### src/rtl/core/mae_pkg.sv
// Shared constants, types and command structures of the multiloop asymmetry energy block.
package mae_pkg;

  // Base index width and accumulator widths.
  localparam int IDX_W  = 16;
  localparam int ASYM_W = 18;
  localparam int BR_W   = 16;
  localparam int UP_W   = 17;
  localparam int TOT_W  = 17;
  localparam int E_W    = 32;
  localparam int CFG_W  = 16;

  // Energy arithmetic.
  localparam int ENERGY_SCALE = 10;
  localparam int ACC_E_W      = 36;
  localparam int MUL_A_W      = ASYM_W + 1;
  localparam int MUL_B_W      = CFG_W + 2;
  localparam int PROD_W       = MUL_A_W + MUL_B_W;
  localparam int CMAG_W       = CFG_W + 1;
  localparam int MAG_W        = 34;
  localparam int NUM_W        = 38;
  localparam int CMP_W        = 32;
  localparam int AVG_SHIFT    = 8;
  localparam int CAP_SHIFT    = 16;
  localparam int HALF_SHIFT   = 7;

  // Divider: one quotient bit per cycle.
  localparam int Q_W       = 19;
  localparam int REM_W     = BR_W;
  localparam int DIV_STEPS = Q_W;
  localparam int CNT_W     = $clog2(DIV_STEPS);

  // Loop shape constants.
  localparam int BRANCH_BASE     = 2;
  localparam int STRAIN_BRANCHES = 3;
  localparam int STRAIN_UNPAIRED = 2;

  // Register map.
  localparam int REG_ADDR_W = 5;
  localparam int REG_IDX_W  = 3;
  localparam int APB_W      = 32;
  localparam logic [REG_IDX_W-1:0] REG_INIT     = 3'd0;
  localparam logic [REG_IDX_W-1:0] REG_BRANCH   = 3'd1;
  localparam logic [REG_IDX_W-1:0] REG_UNPAIRED = 3'd2;
  localparam logic [REG_IDX_W-1:0] REG_STRAIN   = 3'd3;
  localparam logic [REG_IDX_W-1:0] REG_CAP      = 3'd4;
  localparam logic [REG_IDX_W-1:0] REG_COEFF    = 3'd5;

  // Configuration register values.
  typedef struct packed {
    logic [CFG_W-1:0] init_cost;
    logic [CFG_W-1:0] branch_cost;
    logic [CFG_W-1:0] unpaired_cost;
    logic [CFG_W-1:0] strain_cost;
    logic [CFG_W-1:0] max_avg_asym_q8;
    logic [CFG_W-1:0] asym_coeff_q8;
  } mae_cfg_t;

  // Operand pairs of the shared multiplier.
  typedef enum logic [1:0] {
    MUL_CAP,
    MUL_BR,
    MUL_UP,
    MUL_ASYM
  } mae_mul_sel_t;

  // Commands from the controller to the datapath.
  typedef struct packed {
    logic         take_item;
    logic         fin_gap;
    logic         fin_wrap;
    logic         mul_en;
    mae_mul_sel_t mul_sel;
    logic         cmp_cap;
    logic         acc_init;
    logic         acc_add;
    logic         scale;
    logic         div_step;
    logic         load_out;
  } mae_cmd_t;

  // Status from the datapath to the controller.
  typedef struct packed {
    logic capped;
  } mae_status_t;

endpackage

### src/rtl/core/mae_ctrl.sv
// Controller state machine: sequences gap accumulation, energy terms and the divider.
module mae_ctrl (
  input  logic                 clk,
  input  logic                 rst,
  input  logic                 item_valid,
  input  logic                 item_last,
  output logic                 item_ready,
  output logic                 result_valid,
  input  logic                 result_ready,
  input  mae_pkg::mae_status_t status,
  output mae_pkg::mae_cmd_t    cmd
);
  import mae_pkg::*;

  typedef enum logic [3:0] {
    S_IDLE,
    S_FIN_GAP,
    S_FIN_WRAP,
    S_MUL_CAP,
    S_MUL_BR,
    S_MUL_UP,
    S_MUL_ASYM,
    S_SCALE,
    S_DIV,
    S_SUM
  } state_t;

  state_t           state;
  logic [CNT_W-1:0] div_cnt;
  logic             out_free;

  // The output register can take a new result when empty or being drained.
  assign out_free   = !result_valid || result_ready;
  assign item_ready = (state == S_IDLE) && !rst;

  // State, divider count and result valid flag.
  always_ff @(posedge clk) begin
    if (rst) begin
      state        <= S_IDLE;
      div_cnt      <= '0;
      result_valid <= 1'b0;
    end else begin
      // The flag drops when the result is taken, unless a new result is loaded now.
      if (result_valid && result_ready && (state != S_SUM)) begin
        result_valid <= 1'b0;
      end
      unique case (state)
        S_IDLE: begin
          if (item_valid && item_last) begin
            state <= S_FIN_GAP;
          end
        end
        S_FIN_GAP:  state <= S_FIN_WRAP;
        S_FIN_WRAP: state <= S_MUL_CAP;
        S_MUL_CAP:  state <= S_MUL_BR;
        S_MUL_BR:   state <= S_MUL_UP;
        S_MUL_UP:   state <= S_MUL_ASYM;
        S_MUL_ASYM: state <= S_SCALE;
        S_SCALE: begin
          if (status.capped) begin
            state <= S_SUM;
          end else begin
            div_cnt <= '0;
            state   <= S_DIV;
          end
        end
        S_DIV: begin
          if (div_cnt == CNT_W'(DIV_STEPS - 1)) begin
            state <= S_SUM;
          end else begin
            div_cnt <= div_cnt + CNT_W'(1);
          end
        end
        S_SUM: begin
          if (out_free) begin
            result_valid <= 1'b1;
            state        <= S_IDLE;
          end
        end
        default: state <= S_IDLE;
      endcase
    end
  end

  // Datapath commands decoded from the state.
  always_comb begin
    cmd         = '0;
    cmd.mul_sel = MUL_CAP;
    unique case (state)
      S_IDLE:     cmd.take_item = item_valid;
      S_FIN_GAP:  cmd.fin_gap = 1'b1;
      S_FIN_WRAP: cmd.fin_wrap = 1'b1;
      S_MUL_CAP: begin
        cmd.mul_en  = 1'b1;
        cmd.mul_sel = MUL_CAP;
      end
      S_MUL_BR: begin
        cmd.mul_en  = 1'b1;
        cmd.mul_sel = MUL_BR;
        cmd.cmp_cap = 1'b1;
      end
      S_MUL_UP: begin
        cmd.mul_en   = 1'b1;
        cmd.mul_sel  = MUL_UP;
        cmd.acc_init = 1'b1;
      end
      S_MUL_ASYM: begin
        cmd.mul_en  = 1'b1;
        cmd.mul_sel = MUL_ASYM;
        cmd.acc_add = 1'b1;
      end
      S_SCALE:    cmd.scale = 1'b1;
      S_DIV:      cmd.div_step = 1'b1;
      S_SUM:      cmd.load_out = out_free;
      default:    cmd = '0;
    endcase
  end

endmodule

### config.mk
export PLATFORM = sky130hd
export DESIGN_NAME = mae_ctrl
export DESIGN_NICKNAME = d
export VERILOG_FILES = /design/src/rtl/core/mae_pkg.sv /design/src/rtl/core/mae_ctrl.sv
export SDC_FILE = /design/constraint.sdc
export NUM_CORES = 1
export LEC_CHECK = 0
export BUFFER_PORTS_ARGS = -buffer_cell sky130_fd_sc_hd__buf_2
export CAP_MARGIN = 30
export CORE_MARGIN = 2
export CORE_UTILIZATION = 42
export CTS_CLUSTER_DIAMETER = 30
export CTS_CLUSTER_SIZE = 40
export DETAILED_ROUTE_END_ITERATION = 7
export GPL_TIMING_DRIVEN = 0
export PLACE_DENSITY = 0.69
export REMOVE_ABC_BUFFERS = 1
export SKIP_LAST_GASP = 1
export SYNTH_ARGS = -nofsm -noshare
export SYNTH_HDL_FRONTEND = slang
export SYNTH_SLANG_ARGS = --single-unit
export TNS_END_PERCENT = 50
### constraint.sdc
create_clock -name clk -period 1.56 [get_ports clk]
set_input_delay 0.468 -clock clk [delete_from_list [all_inputs] [get_ports clk]]
set_output_delay 0.468 -clock clk [all_outputs]
set_load 0.02 [all_outputs]
==> results by group <==
Outcome
  • Status: finished, violations left
  • Failing checks: negative setup slack

STA
  • Setup skew after layout: 0.00220 ns
  • Max-slew headroom: 0.460
  • Max frequency: 524 MHz
  • Final setup fails: 18
  • Hold Fails Final Rpt: 0
  • Fin. max-slew vios: 0
  • Final cycle utilization of the critical path: 1.22
  • RSZ-0062 raised after global routing: true
  • Final worst setup slack: -0.347 ns
  • Final hold slack: 0.379 ns
  • Period minus WS final: 1.91 ns
  • Least-Margin Pin Slew: 0.803 ns

Layout
  • Layout cells sized above 1: 0.547
  • Layout area overhead: 61.1%
  • Layout Nets: 115
  • Final std cells w/o fill: 121
  • Seq. cell area: 215 µm²
  • # fillers: 90
  • Area occupied by multi-input gates: 422 µm²
  • ANT cells: 0

Power
  • Total power: 0.599 mW
  • Internal power: 0.447 mW
  • Flop pwr share: 0.442
  • Clk pwr share: 0.394
  • IR Drop Worst-Case VDD: 0.600 mV
  • Switching share of total power: 0.255
  • Psw: 0.153 mW
  • Pleak: 0.413 nW
  • Comb power frac: 0.164
  • Power Density: 616 mW/mm²

Synthesis
  • Top post-synthesis cells by count: dfxtp_1, a21oi_1, o21ai_0, inv_1
  • Ys flop type: dfxtp_1
  • Post-synthesis adder-cell area fraction: 0.0414
  • Yosys top cell by area: dfxtp_1
  • Simple-gate share of the synthesized area: 0.344
  • Synthesized flop and latch total: 10
  • Post-synthesis mux area share: 0
  • XOR/XNOR share of the synthesized area: 0.0290
  • Count leader, synth: dfxtp_1
  • Synth async-reset ratio: 0
  • Synth Area in Compound Gates: 0.172
  • Post-synth EDFFs: 0
  • Post-synthesis sequential area ratio: 0.331
  • Share of the synthesized area in the top cell type: 0.331
  • Cell count after synthesis: 72
  • Main combinational cell family by area after synthesis: simple AND/OR/NAND/NOR gates
  • Synth cell types: 33
  • Mapped cell area: 604 µm²
  • Ranking of synthesized cells by area: dfxtp_1, a21oi_1, ha_1
  • Avg Inst Size Synth: 8.39 µm²
  • YS warnings: 0

Placement
  • Gpl congestion: 0.742
  • Cells after DPL: 101
  • Port Buffer Count: 19
  • Dpl hpwl: 882 µm

Setup path
  • Worst setup EP type: primary output
  • Setup crit start kind: flip-flop
  • Critical Path Max Stage Delay: 0.52 ns
  • Critical path required time: 1.09 ns
  • Crit path max fanout: 5
  • Worst Setup Path Type: reg -> out
  • Critical Path Slowest Stage Cell: or4bb_4
  • Critical path arrival: 1.44 ns
  • Worst R2R Setup Slack: -0.19 ns
  • CP cell instances: or4bb_4 -> nor2b_1 -> buf_4

Run
  • Max cap viols: 0

Die
  • IO Count: 20
  • Full die area: 0.00176 mm²
  • Site row count: 13
  • Die height: 41.9 µm
  • Core ar.: 0.00132 mm²
  • Die width: 41.9 µm
  • Initial core utilization: 0.459

Clock tree
  • # clock sinks: 10
  • CTS tree: yes
  • Clk root buf: clkbuf_4
  • Htree depth: 1
  • Max Root-Sink Buffers: 2
  • Clock-pin slew on the worst setup and hold paths: 0.07 ns
  • CTS Buf Count: 3
  • Hold buffer count at CTS: 0
  • Clock Latency Late Sink: 0.27 ns

GRT
  • All-Layer GR Usage: 0.198
  • Global-route wire length before repair: 2610 µm
  • Grt total ovfl: 0
  • Largest net degree at the start of global routing: 9
  • Vias in the first global route: 571
  • Initial antenna violation count: 0

Detailed routing
  • Wire per inst: 15.2 µm
  • DR iter-0 viols: 34
  • Detail Route Antenna Nets: 0
  • Routed WL: 1840 µm
  • DR pass1 iterations: 4
  • Total number of vias: 691
  • Via-to-Cell Ratio: 5.71
  • DRC viols: 0

Hold path
  • Hold WC Path Type: in -> reg
==> per-stage QoR <==
step,util,instance area [µm²],TNS [ns],setup WS (ns)
after floorplan,-,569,-2.04,-0.532
after global placement,0.519,683,-1.66,-0.395
after detailed placement,0.519,683,-1.85,-0.398
after CTS,0.683,900,-3.48,-0.349
after global routing,0.739,973,-4.76,-0.409
final,0.739,973,-3.80,-0.347
==> state kept, by name, summed over array words and instances, names as in the netlist <==
name,cells
state,4
div_cnt,5
result_valid,1
==> metal layers <==
| layer | wire length, µm | up-vias | part of all wire | global-route usage |
|---|---|---|---|---|
| met5 | 0 | - | 0 | 0 |
| met4 | 7 | 0 | 0.0038 | 0.0581 |
| met3 | 117 | 2 | 0.064 | 0.0783 |
| met2 | 948 | 29 | 0.52 | 0.325 |
| met1 | 766 | 329 | 0.42 | 0.235 |
| li1 | - | 331 | - | - |
==> cells by family after synthesis <==
logic type,after synthesis
xor+xnor,2
simple gates,32
flops,10
buf+inv,9
fa+ha+maj,2
compound gates,17
==> area by class of cell <==
cell class,count,area share
multi-input cells,53,0.433
clock buffers,4,0.0373
flip-flops and latches,10,0.221
repair buffers,35,0.271
inverters,4,0.0180
well taps,15,0.0193
==> timing repair <==
action,CTS,global route
pin swaps,4,4
setup buffers,14,2
endpoints found under the setup margin,19,18
gates resized for setup,28,13
==> critical path, delay by kind of cell, from the launching register on <==
family        cells  cell delay [ns]
flops             1             0.38
simple gates      2             0.65
buf+inv           1             0.15
==> power by group through the flow <==
stage	clock (mW)	sequential [mW]	combinational, mW
6_report	0.236	0.265	0.0982
3_5_place_dp	0	0.276	0.0596
4_1_cts	0.240	0.261	0.0833
2_1_floorplan	0	0.273	0.0394
5_1_grt	0.260	0.265	0.103
3_3_place_gp	0	0.276	0.0589
==> cell usage in the layout, fill, tap and decap left out, types with 2 or more instances in the layout <==
cell type | Yosys | layout
nor2b_1 | 2 | 2
a21oi_1 | 7 | 7
or3_1 | 2 | 2
ha_1 | 2 | 2
and2_1 | 3 | 2
nor3b_1 | 3 | 2
o21ai_0 | 5 | 5
buf_6 | 2 | 7
nand3_1 | 3 | 3
nand2_2 | 0 | 2
nor2_1 | 3 | 2
clkbuf_4 | 0 | 3
inv_1 | 4 | 3
buf_4 | 0 | 18
dfxtp_1 | 10 | 6
nor3_2 | 0 | 2
buf_2 | 0 | 10
dfxtp_4 | 0 | 4
==> final timing paths <==
check	start	to	depth (start not counted)
hold reg to reg	result_valid$_SDFF_PP0_	result_valid$_SDFF_PP0_	2
setup / recovery	state[1]$_SDFFE_PP0P_	cmd[0]	3
setup reg to reg	state[0]$_SDFFE_PP0P_	div_cnt[2]$_SDFFE_PP0P_	4
hold / removal	rst	result_valid$_SDFF_PP0_	2
(Power assumes the default switching activity.)
